### config.mk
export PLATFORM = sky130hd
export DESIGN_NAME = ppac_front
export DESIGN_NICKNAME = d
export VERILOG_FILES = /design/src/rtl/ppac_pkg.sv /design/src/rtl/ppac_front.sv
export SDC_FILE = /design/constraint.sdc
export NUM_CORES = 1
export LEC_CHECK = 0
export BUFFER_PORTS_ARGS = -buffer_cell sky130_fd_sc_hd__buf_2
export CAP_MARGIN = 20
export CORE_MARGIN = 3
export CORE_UTILIZATION = 51
export CTS_BUF_LIST = sky130_fd_sc_hd__clkbuf_4 sky130_fd_sc_hd__clkbuf_8 sky130_fd_sc_hd__clkbuf_16
export DETAILED_ROUTE_END_ITERATION = 8
export GPL_TIMING_DRIVEN = 0
export PLACE_DENSITY = 0.88
export SLEW_MARGIN = 40
export SYNTH_ARGS = -nofsm -noshare
export SYNTH_HDL_FRONTEND = slang
export SYNTH_SLANG_ARGS = --single-unit
### constraint.sdc
create_clock -name i_clk -period 3.05 [get_ports i_clk]
set_clock_uncertainty 0.15 [all_clocks]
set_input_delay 0.305 -clock i_clk [delete_from_list [all_inputs] [get_ports i_clk]]
set_output_delay 0.305 -clock i_clk [all_outputs]
set_load 0.005 [all_outputs]
### src/rtl/ppac_pkg.sv
// Package: constants and arctangent table for the polar conversion block.
`default_nettype none
package ppac_pkg;

    localparam int C_COORD_BITS     = 16;
    localparam int C_ANGLE_BITS     = 16;
    localparam int C_ROTATION_STEPS = 16;
    localparam int C_QUEUE_DEPTH    = 4;

    localparam int GUARD_BITS   = 20;
    localparam int ATAN_ENTRIES = 24;
    localparam int MAG_BITS     = 17;

    // inverse CORDIC gain, Q32
    localparam logic [31:0] C_INV_GAIN_Q32 = 32'd2608131496;

    // atan(2^-i) in units of 2^32 per turn
    localparam logic [31:0] C_ATAN_TURN_Q32 [0:ATAN_ENTRIES-1] = '{
        32'h20000000, 32'h12E4051D, 32'h09FB385B, 32'h051111D4,
        32'h028B0D43, 32'h0145D7E1, 32'h00A2F61E, 32'h00517C55,
        32'h0028BE53, 32'h00145F2F, 32'h000A2F98, 32'h000517CC,
        32'h00028BE6, 32'h000145F3, 32'h0000A2F9, 32'h0000517D,
        32'h000028BE, 32'h0000145F, 32'h00000A30, 32'h00000518,
        32'h0000028C, 32'h00000146, 32'h000000A3, 32'h00000051
    };

    localparam logic [31:0] C_HALF_TURN = 32'h80000000;

endpackage
`default_nettype wire

### src/rtl/ppac_front.sv
// Front end: takes coordinate words, forms the difference vector and flags coincidence.
`default_nettype none
module ppac_front #(
    parameter int COORD_BITS = ppac_pkg::C_COORD_BITS
) (
    input  wire logic                    i_clk,
    input  wire logic                    i_rst_n,
    input  wire logic                    i_in_valid,
    output logic                         o_in_ready,
    input  wire logic [COORD_BITS-1:0]   i_center_x,
    input  wire logic [COORD_BITS-1:0]   i_center_y,
    input  wire logic [COORD_BITS-1:0]   i_point_x,
    input  wire logic [COORD_BITS-1:0]   i_point_y,
    output logic                         o_item_valid,
    input  wire logic                    i_item_ready,
    output logic [2*COORD_BITS+2:0]      o_item
);
    import ppac_pkg::*;

    localparam int CW = COORD_BITS + 1;

    logic                 r_valid;
    logic signed [CW-1:0] r_dx;
    logic signed [CW-1:0] r_dy;
    logic                 r_coinc;
    logic signed [CW-1:0] n_dx;
    logic signed [CW-1:0] n_dy;
    logic                 w_accept;

    assign o_in_ready = !r_valid || i_item_ready;
    assign w_accept   = i_in_valid && o_in_ready;

    always_comb begin
        n_dx = CW'(signed'(i_point_x)) - CW'(signed'(i_center_x));
        n_dy = CW'(signed'(i_point_y)) - CW'(signed'(i_center_y));
    end

    always_ff @(posedge i_clk) begin
        if (!i_rst_n) begin
            r_valid <= 1'b0;
        end else if (w_accept) begin
            r_valid <= 1'b1;
        end else if (i_item_ready) begin
            r_valid <= 1'b0;
        end
    end

    always_ff @(posedge i_clk) begin
        if (w_accept) begin
            r_dx    <= n_dx;
            r_dy    <= n_dy;
            r_coinc <= (n_dx == '0) && (n_dy == '0);
        end
    end

    assign o_item_valid = r_valid;
    assign o_item       = {r_coinc, r_dy, r_dx};

endmodule
`default_nettype wire

* After elaboration in Yosys (flattened, before gate mapping)
Index checks and enable logic that the tools add are counted.
W data, S select, Z words.
** Cells by class
- Add/subtract/negate cells :: 2
- Multiplexer cells :: 2
- Reductions and logical operators :: 7
** Operators with widths (number)
- $logic_not A17 Y1 :: 2
- $sub A16 B16 Y17 :: 2
- $logic_and A1 B1 Y1 :: 2
- $mux W1 :: 2
- $reduce_bool A2 Y1 :: 1
- $logic_not A1 Y1 :: 1
- $logic_or A1 B1 Y1 :: 1
** Word-level totals
- Register bits :: 36
- Input bits :: 68
- Logic and storage cells :: 15

* Logic depth before layout (Yosys ltp)
- Word-level depth :: 4
- Gate-level depth with buffers :: 11

* Least setup slack after synthesis
No wires, ideal clock.
- Path kind :: input -> register
- Start point :: input port i_point_x[0]
- End point :: register r_coinc (data pin)
- Setup time :: 170 ps
- Data arrival time :: 2418 ps
- Data required time :: 2730 ps
- Path slack :: 312 ps
- Stages on the path :: 11
- Path buffers :: 0
- Cells stage by stage :: inv_1 -> ha_1 -> fa_1 -> nor2b_4 -> o31a_1 -> o211a_1 -> o211a_1 -> or3_4 -> a2111oi_4 -> nand4b_1 -> nor4_2
** On the way
- Longest elaborated chain between the ends :: 3
** RTL lines
- from (decl) :: line ppac_front.sv:12 : input wire logic [COORD_BITS-1:0] i_point_x,
- $sub A16 B16 Y17 :: line ppac_front.sv:34 : n_dx = CW'(signed'(i_point_x)) - CW'(signed'(i_center_x));
- $logic_not A17 Y1 :: line ppac_front.sv:52 : r_coinc <= (n_dx == '0) && (n_dy == '0);
- $logic_and A1 B1 Y1 :: line ppac_front.sv:52
- to (signal assigned) :: line ppac_front.sv:52
- to (decl) :: line ppac_front.sv:25 : logic r_coinc;
No other way between the ends.
A chain may end at the register's enable or synchronous reset.

* Worst setup path in the final report
Ends and elaborated chain as after synthesis.

==> impl_metrics.env <==
export IMPL_outcome="finished clean"
export IMPL_seq_area_frac_synth=0.362
export IMPL_nets=531
export IMPL_clk_pin_slew_worst_paths_ns=0.07
export IMPL_cts_setup_buffers=0
export IMPL_grt_pass1_wl_mm=10.4
export IMPL_path_cells="buf_2 > inv_1 > ha_1 > fa_1 > nor2b_4 > o31a_1 > o211a_1 > o211a_1 > or3_4 > a2111oi_4 > nand4b_1 > nor4_2"
export IMPL_relSlewSlack=0.607
export IMPL_slowest_delay_ns=0.35
export IMPL_cts_root_buf="clkbuf_8"
export IMPL_syn_area_um2=2960
export IMPL_post_route_min_period_ns=2.81
export IMPL_cts_max_level=2
export IMPL_via_per_inst=5.39
export IMPL_cap_violations=0
export IMPL_utilization=0.663
export IMPL_syn_num_nets=419
export IMPL_cts_sinks=36
export IMPL_postCtsHoldBufs=0
export IMPL_die_area_um2=6740
export IMPL_initial_core_util=0.530
export IMPL_syn_inst=317
export IMPL_fin_ws_ns=0.239
export IMPL_drc=0
export IMPL_period_share=0.922
export IMPL_drt_iter0_markers=110
export IMPL_maxSlewViolCount=0
export IMPL_ant_nets=0
export IMPL_cts_tree="built"
export IMPL_syn_area_per_cell_um2=9.32
export IMPL_yosys_area_top_type="edfxtp_1"
export IMPL_mostFrequentLayoutCell="buf_2"
export IMPL_endpoint_kind="register"
export IMPL_hold_viol=0
export IMPL_yosys_warnings=0
export IMPL_io_pins=105
export IMPL_p_per_area_nw_per_um2=406
export IMPL_drt_total_wl_mm=6.84
export IMPL_vias=2706
export IMPL_cp_slowest_cell="a2111oi_4"
export IMPL_cts_made_buffers=5
export IMPL_rows=27
export IMPL_dpl_hpwl_mm=5.76
export IMPL_antenna_cells=0
export IMPL_core_um2=5570
export IMPL_gp_congestion=0.852
export IMPL_dr_pass1_iters=4
export IMPL_fmax_ghz=0.356
export IMPL_clock_path_buffers=2
export IMPL_worstHoldPathType="input port to register"
export IMPL_register_area_um2=1070
export IMPL_tightest_slew_ns=0.582
export IMPL_synth_async_reset_ratio=0
export IMPL_crit_type="input port to register"
export IMPL_cp_common_cell="o211a_1"
export IMPL_whs_ns=0.112
export IMPL_place_ws_ns=-0.146
export IMPL_setup_viol=0
export IMPL_arrival_ns=2.77
export IMPL_vdd_ir_drop_max_uv=190
export IMPL_synth_area_leaders="edfxtp_1, ha_1, inv_1"
export IMPL_io_buffers=104
export IMPL_post_drt_wl_per_cell_um=13.6
export IMPL_die_w_um=82.1
export IMPL_grt_ovfl_total=0
export IMPL_critPathLaunchType="input port"
export IMPL_yosysTopAreaCellShare=0.356
export IMPL_die_h_um=82.1
export IMPL_layout_common_cells="buf_2, inv_1, edfxtp_1, ha_1, nor2_1"
export IMPL_worstPathRequired_ns=3.01
export IMPL_area_growth_pct=25.1
export IMPL_finalSetupTns_ns=0
export IMPL_multi_input_area_um2=1700
export IMPL_grt_usage=0.200
export IMPL_synth_ff_type="edfxtp_1"
export IMPL_nFillCells=479
export IMPL_clk_latency_ns=0.28
export IMPL_synth_edf_count=35
export IMPL_cp_num_buf_inv=2
export IMPL_critical_path_top_delay_family="compound AO/OA/AOI/OAI gates"
export IMPL_leakage_nw=1.79
export IMPL_crit_fanout=4
export IMPL_ys_types=58
export IMPL_synth_seq_cells=36
export IMPL_grt_max_degree=19
export IMPL_drive_gt1_frac=0.284
export IMPL_antenna_found_initial=0
export IMPL_grt_pass1_vias=2405
[cell usage after synthesis, types with 2 or more instances]
cell type / count
inv_1: 49
a211o_1: 2
or3_1: 2
and2_1: 7
xor2_1: 7
o31a_1: 3
nand4b_1: 2
ha_1: 32
o21ai_0: 11
o21a_1: 8
a31oi_1: 3
nor2b_1: 4
o211a_1: 2
nand2b_1: 5
and3b_1: 2
o21ai_1: 2
nand3b_1: 3
or4_1: 2
nor4_1: 2
nand3_1: 5
fa_1: 2
nand2_1: 17
nand4_1: 2
o211ai_1: 4
edfxtp_1: 35
nor3_1: 9
xnor2_1: 7
o2111ai_1: 2
o311ai_0: 2
a21oi_1: 20
a21boi_0: 6
a21o_1: 4
a211oi_1: 3
nor2_1: 27
[power by group]
| group | switching [mW] | total [mW] | internal (mW) | leakage (nW) |
|---|---|---|---|---|
| Clock | 0.172 | 0.329 | 0.158 | 0.0378 |
| Combinational | 0.294 | 0.533 | 0.239 | 1.40 |
| Sequential | 0.0148 | 0.639 | 0.624 | 0.346 |
| Total | 0.480 | 1.50 | 1.02 | 1.79 |
[cells by family after synthesis]
family,count (synthesis),share of synthesized area
XOR/XNOR,14,0.0415
buffers and inverters,51,0.0660
AO/OA/AOI/OAI,85,0.203
adder cells (fa/ha/maj),34,0.149
AND/OR/NAND/NOR,96,0.174
multiplexers,1,0.00339
flip-flops,36,0.362
[final cells by class]
cell class,count,share of cell area
Buffer,2,0.00305
Clock inverter,3,0.00508
Tap cell,72,0.0244
Inverter,49,0.0498
Multi-Input combinational cell,230,0.461
Clock buffer,5,0.0186
Timing Repair Buffer,105,0.148
Sequential cell,36,0.290
[final timing paths]
check / startpoint / endpoint / slack [ns] / cells after the start
worst min-delay path: i_rst_n / o_item_valid$_SDFFE_PN0P_ / 0.11 / 2
worst max register to register: o_item_valid$_SDFFE_PN0P_ / r_dy[12]$_DFFE_PP_ / 1.51 / 3
worst max-delay path: i_point_x[0] / r_coinc$_DFFE_PP_ / 0.24 / 12
worst min register to register: o_item_valid$_SDFFE_PN0P_ / o_item_valid$_SDFFE_PN0P_ / 0.38 / 2
[timing repair]
action | 4_1_cts | 5_1_grt
endpoints found under the hold margin | 0 | 0
gates resized for setup | 0 | 3
endpoints found under the setup margin | 0 | 1
[per-layer routing]
| layer | GRT usage | share of wire | vias to the layer above |
|---|---|---|---|
| met2 | 0.383 | 0.54 | 99 |
| met3 | 0.0347 | 0.061 | 8 |
| met1 | 0.224 | 0.39 | 1217 |
| met5 | 0 | 0 | - |
| met4 | 0.0581 | 0.0095 | 0 |
| li1 | - | - | 1382 |
[stage by stage]
step	cell area, µm²	std cells	total power [mW]
after global placement	3570	493	1.15
final	3700	502	1.50
after floorplan	2960	317	0.990
after CTS	3680	502	1.50
after detailed placement	3590	494	1.18
after global routing	3700	502	1.60
[registers in the layout (all words and copies together) (netlist names)]
| name | cells |
|---|---|
| r_coinc | 1 |
| r_dy | 17 |
| r_dx | 17 |
| o_item_valid | 1 |
(Power assumes the default switching activity.)
