--- config.mk ---
export PLATFORM = sky130hd
export DESIGN_NAME = ppac_queue
export DESIGN_NICKNAME = d
export VERILOG_FILES = /design/src/rtl/ppac_pkg.sv /design/src/rtl/ppac_queue.sv
export SDC_FILE = /design/constraint.sdc
export NUM_CORES = 1
export LEC_CHECK = 0
export ABC_AREA = 1
export ABC_CLOCK_PERIOD_IN_PS = 2500
export BUFFER_PORTS_ARGS = -buffer_cell sky130_fd_sc_hd__buf_2
export CAP_MARGIN = 10
export CORE_MARGIN = 2
export CORE_UTILIZATION = 51
export DETAILED_ROUTE_END_ITERATION = 6
export PLACE_DENSITY = 0.79
export SLEW_MARGIN = 20
export SYNTH_ARGS = -nofsm -noshare
export SYNTH_HDL_FRONTEND = slang
export SYNTH_SLANG_ARGS = --single-unit
--- constraint.sdc ---
create_clock -name i_clk -period 2.5 [get_ports i_clk]
set_input_delay 0.5 -clock i_clk [delete_from_list [all_inputs] [get_ports i_clk]]
set_output_delay 0.5 -clock i_clk [all_outputs]
set_load 0.03 [all_outputs]
--- src/rtl/ppac_pkg.sv ---
// Package: constants and arctangent table for the polar conversion block.
`default_nettype none
package ppac_pkg;

    localparam int C_COORD_BITS     = 16;
    localparam int C_ANGLE_BITS     = 16;
    localparam int C_ROTATION_STEPS = 16;
    localparam int C_QUEUE_DEPTH    = 4;

    localparam int GUARD_BITS   = 20;
    localparam int ATAN_ENTRIES = 24;
    localparam int MAG_BITS     = 17;

    // inverse CORDIC gain, Q32
    localparam logic [31:0] C_INV_GAIN_Q32 = 32'd2608131496;

    // atan(2^-i) in units of 2^32 per turn
    localparam logic [31:0] C_ATAN_TURN_Q32 [0:ATAN_ENTRIES-1] = '{
        32'h20000000, 32'h12E4051D, 32'h09FB385B, 32'h051111D4,
        32'h028B0D43, 32'h0145D7E1, 32'h00A2F61E, 32'h00517C55,
        32'h0028BE53, 32'h00145F2F, 32'h000A2F98, 32'h000517CC,
        32'h00028BE6, 32'h000145F3, 32'h0000A2F9, 32'h0000517D,
        32'h000028BE, 32'h0000145F, 32'h00000A30, 32'h00000518,
        32'h0000028C, 32'h00000146, 32'h000000A3, 32'h00000051
    };

    localparam logic [31:0] C_HALF_TURN = 32'h80000000;

endpackage
`default_nettype wire

--- src/rtl/ppac_queue.sv ---
// Short queue between front end and CORDIC pipeline.
`default_nettype none
module ppac_queue #(
    parameter int DATA_BITS = 35,
    parameter int DEPTH     = ppac_pkg::C_QUEUE_DEPTH
) (
    input  wire logic                 i_clk,
    input  wire logic                 i_rst_n,
    input  wire logic                 i_push_valid,
    output logic                      o_push_ready,
    input  wire logic [DATA_BITS-1:0] i_push_data,
    output logic                      o_pop_valid,
    input  wire logic                 i_pop_ready,
    output logic [DATA_BITS-1:0]      o_pop_data
);
    import ppac_pkg::*;

    localparam int AW = (DEPTH > 1) ? $clog2(DEPTH) : 1;

    logic [DATA_BITS-1:0] r_mem [0:DEPTH-1];
    logic [AW-1:0]        r_wr;
    logic [AW-1:0]        r_rd;
    logic [AW:0]          r_count;
    logic                 w_push;
    logic                 w_pop;
    logic [AW-1:0]        n_wr;
    logic [AW-1:0]        n_rd;

    assign o_push_ready = (r_count != (AW+1)'(DEPTH));
    assign o_pop_valid  = (r_count != '0);
    assign w_push       = i_push_valid && o_push_ready;
    assign w_pop        = o_pop_valid && i_pop_ready;
    assign o_pop_data   = r_mem[r_rd];

    always_comb begin
        n_wr = (r_wr == AW'(DEPTH - 1)) ? '0 : r_wr + 1'b1;
        n_rd = (r_rd == AW'(DEPTH - 1)) ? '0 : r_rd + 1'b1;
    end

    always_ff @(posedge i_clk) begin
        if (!i_rst_n) begin
            r_wr    <= '0;
            r_rd    <= '0;
            r_count <= '0;
        end else begin
            if (w_push) begin
                r_wr <= n_wr;
            end
            if (w_pop) begin
                r_rd <= n_rd;
            end
            if (w_push && !w_pop) begin
                r_count <= r_count + 1'b1;
            end else if (!w_push && w_pop) begin
                r_count <= r_count - 1'b1;
            end
        end
    end

    always_ff @(posedge i_clk) begin
        if (w_push) begin
            r_mem[r_wr] <= i_push_data;
        end
    end

endmodule
`default_nettype wire

== Yosys cells after proc, flatten, opt, wreduce, memory -nomap -nowiden ==
Memories as Yosys holds them, arrays and structs flattened. A register that Yosys moved wholly into a read port is not among the register bits.
Index checks and enable logic that the tools add are counted.

* Memory bits (writable): 140
* Memories: 1
* Flip-flop bits (word level): 7
* Word-level logic and storage cells: 27

* Reduce and logical (&&, ||, !) cells: 8
* $add $sub $neg: 4
* Equality and inequality tests: 3
* Muxes and demuxes: 8

{| class="wikitable"
|+ Memories
! memory !! depth !! width !! rd ports !! clocked after Yosys merged registers in !! write ports !! line !! text
|-
| r_mem || 4 || 35 || 1 || 1 || 1 || ppac_queue.sv:20 || <nowiki>logic [DATA_BITS-1:0] r_mem [0:DEPTH-1];</nowiki>
|}

{| class="wikitable"
|+ Operator list
! cell !! number
|-
| $mux 2 || 4
|-
| $mux 3 || 2
|-
| $add 2x1->2 const B || 2
|-
| $eq 2x2->1 const B || 2
|-
| $logic_and 1x1->1 || 4
|-
| $add 3x1->3 const B || 1
|-
| $ne 3x3->1 const B || 1
|-
| $reduce_bool 3->1 || 1
|-
| $sub 3x1->3 const B || 1
|-
| $logic_not 1->1 || 2
|-
| $mux 1 || 2
|-
| $reduce_bool 2->1 || 1
|}

== Logic depth before layout (Yosys ltp) ==
* Depth after elaboration: 6
* Gate-level depth with buffers: 13
* Mapped depth without buffers: 13

== Least setup slack after synthesis ==
No wires, ideal clock.

* Path type: register to register
* Start: reg r_count[0]
* End: mem r_mem[0][0], enable pin
* Path slack: -206 ps
* Path buffers: 0
* Arrival: 2,278 ps
* Cell stages (with the launch flop): 5
* Cell sequence: dfxtp_1 -> nor2_1 -> nand2_2 -> nand2_1 -> nor2_1

* Word-level cells in the longest chain between the ends: 4

{| class="wikitable"
|+ RTL lines
! what !! line !! text
|-
| from (decl) || ppac_queue.sv:23 || <nowiki>logic [AW:0] r_count;</nowiki>
|-
| from (signal assigned) || ppac_queue.sv:53 || <nowiki>r_count <= r_count + 1'b1;</nowiki>
|-
| from (signal assigned) || ppac_queue.sv:55 || <nowiki>r_count <= r_count - 1'b1;</nowiki>
|-
| $ne 3x3->1 || ppac_queue.sv:29 || <nowiki>assign o_push_ready = (r_count != (AW+1)'(DEPTH));</nowiki>
|-
| via o_push_ready || ppac_queue.sv:10 || <nowiki>output logic o_push_ready,</nowiki>
|-
| $logic_and 1x1->1 || ppac_queue.sv:31 || <nowiki>assign w_push = i_push_valid && o_push_ready;</nowiki>
|-
| $mux 1 || ppac_queue.sv:61 || <nowiki>if (w_push) begin</nowiki>
|-
| $mux 1 (implied by the code) || ppac_queue.sv:62 || <nowiki>r_mem[r_wr] <= i_push_data;</nowiki>
|-
| to (decl) || ppac_queue.sv:20 ||
|}

The timed path passes the listed nets, and every way through them passes these cells.

==> impl_metrics.env <==
export IMPL_status="completed"
export IMPL_clk_pin_slew_worst_paths_ns=0.06
export IMPL_start_kind="flop"
export IMPL_worstSetupPathType="reg -> out"
export IMPL_h_tree_depth=4
export IMPL_yosysWarnings=0
export IMPL_clk_latency_ns=0.52
export IMPL_grt_pass1_wl_um=16800
export IMPL_globalplace_congestion=0.745
export IMPL_cts_buffers=17
export IMPL_crit_path_max_fanout=70
export IMPL_area_growth_pct=20.4
export IMPL_arrival_ns=1.88
export IMPL_clockBufferDepth=2
export IMPL_crit_required_ns=2.00
export IMPL_rsz0062_at_grt="false"
export IMPL_netlist_instances=408
export IMPL_cts_root_buffer="clkbuf_8"
export IMPL_vias=3479
export IMPL_hold_viol_final=0
export IMPL_die_w_um=109
export IMPL_finalCritPeriodShare=0.953
export IMPL_final_common_cell="edfxtp_1"
export IMPL_ir_drop_v=0.000822
export IMPL_grt_pass1_vias=3450
export IMPL_grt_ovfl_total=0
export IMPL_pre_cts_ws_ns=0.566
export IMPL_globalRouteTotalUtil=0.192
export IMPL_wire_per_inst_um=17.4
export IMPL_diodes=0
export IMPL_finalSetupViolCount=0
export IMPL_cp_slowest_cell="dfxtp_2"
export IMPL_post_cts_setup_buffer_count=0
export IMPL_pin_count=76
export IMPL_min_period_ns=2.38
export IMPL_fin_ws_ns=0.116
export IMPL_leakage_nw=2.47
export IMPL_hp_class="in -> reg"
export IMPL_critPathMaxStageDelay_ns=0.39
export IMPL_power_w=0.00818
export IMPL_portBuffers=75
export IMPL_netlist_area_um2=5670
export IMPL_ant_nets=0
export IMPL_power_density_nw_per_um2=1200
export IMPL_path_cells="buf_12 -> o21ai_0 -> o22ai_1 -> buf_2"
export IMPL_cap_viol_max_count=0
export IMPL_finalWirelength_um=11100
export IMPL_dp_hpwl_um=6140
export IMPL_die_y_um=109
export IMPL_tightest_slew_ns=0.541
export IMPL_dr_pass1_iters=4
export IMPL_slew_violations=0
export IMPL_grt_max_degree=71
export IMPL_start_util=0.523
export IMPL_cts_tree="done"
export IMPL_fin_skew_ns=0.00899
export IMPL_core_area_um2=10800
export IMPL_drc=0
export IMPL_fmax_mhz=420
export IMPL_antenna_found_initial=1
export IMPL_rows=38
export IMPL_synth_seq_cells=149
export IMPL_end_kind="output port"
export IMPL_slew_headroom=0.639
export IMPL_ys_seq_area_frac=0.773
export IMPL_drive_gt1_frac=0.240
export IMPL_syn_area_per_cell_um2=13.9
export IMPL_syn_nets=454
export IMPL_vias_per_cell=5.44
export IMPL_clock_sinks=149
export IMPL_die_area_um2=12000
export IMPL_num_nets_final=535
export IMPL_hold_buffers=0
export IMPL_yosys_cell_types_count=19
export IMPL_final_cell_mix="edfxtp_1, nor2_1, buf_2, o21ai_0, o22ai_1"
export IMPL_drtIter0Drc=284
worst max-delay path: cells and delay by family (launching register included):
kind / cells / cell delay [ns]
compound gates: 2 / 0.41
flops: 1 / 0.39
buf+inv: 2 / 0.56
final timing paths:
check,cells after the start,slack (ns),to,from
min reg2reg,2,0.53,r_count[0]$_SDFFE_PN0P_,r_count[0]$_SDFFE_PN0P_
max,4,0.12,o_pop_data[27],flop
max reg2reg,12,0.64,r_count[2]$_SDFFE_PN0P_,r_count[1]$_SDFFE_PN0P_
min,1,0.19,r_mem[0][29]$_DFFE_PP_,i_push_data[29]
metrics by stage:
step	hold slack (ns)	area [um2]	utilization	TNS [ns]	instances
finish	0.194	6830	0.630	0	640
global route	0.183	6830	0.630	0	640
CTS	0.178	6820	0.629	0	640
detailed placement	0.521	6220	0.574	0	610
global placement	0.490	6220	0.574	0	610
floorplan	0.480	5670	-	-28.78	408
final cells by class:
type,instances,area (um2)
Sequential cell,149,4390
Fill cell,797,4020
Multi-Input combinational cell,221,1120
Timing Repair Buffer,83,477
Clock buffer,18,418
Clock inverter,12,180
Tap cell,140,175
Inverter,17,71.3
kinds of logic (layout without fill, tap and decap cells):
family                   count (synthesis)  count (layout)  synth area share
buffers and inverters                   38             130            0.0346
flip-flops                             149             149             0.773
AND/OR/NAND/NOR                        105             105            0.0713
AO/OA/AOI/OAI                          109             109             0.104
adder cells (fa/ha/maj)                  7               7            0.0168
power breakdown:
part	total (W)	internal, W	switching (W)
clock	0.00256	0.00161	0.000945
combinational	0.00247	0.000685	0.00178
sequential	0.00315	0.00305	0.000105
synth_stat cells (all sizes together):
| cell | instances | area share |
|---|---|---|
| nand2 | 15 | 0.010 |
| o21ai | 72 | 0.064 |
| nand4 | 1 | 0.0011 |
| fa | 1 | 0.0035 |
| nand3 | 1 | 0.00088 |
| edfxtp | 140 | 0.74 |
| nor2 | 87 | 0.058 |
| nand3b | 1 | 0.0013 |
| dfxtp | 9 | 0.032 |
| ha | 6 | 0.013 |
| a21oi | 2 | 0.0018 |
| o22ai | 35 | 0.039 |
| inv | 17 | 0.012 |
| buf | 21 | 0.023 |
what timing repair did:
item	4_1_cts	5_1_grt
setup endpoints to repair	0	19
hold endpoints to repair	0	0
gates resized for setup	0	4
metal layers:
| layer | part of all wire | vias to the layer above | GRT usage |
|---|---|---|---|
| li1 | - | 1663 | - |
| met1 | 0.43 | 1707 | 0.241 |
| met2 | 0.50 | 98 | 0.322 |
| met3 | 0.059 | 11 | 0.0593 |
| met4 | 0.0079 | 0 | 0.0570 |
| met5 | 0 | - | 0 |
sequential cells by signal (all words and copies together), names as in the netlist, named ones only:
register / count
r_rd: 2
r_mem: 140
r_count: 3
r_wr: 2
Note: power is estimated with default switching activity, not from simulation.
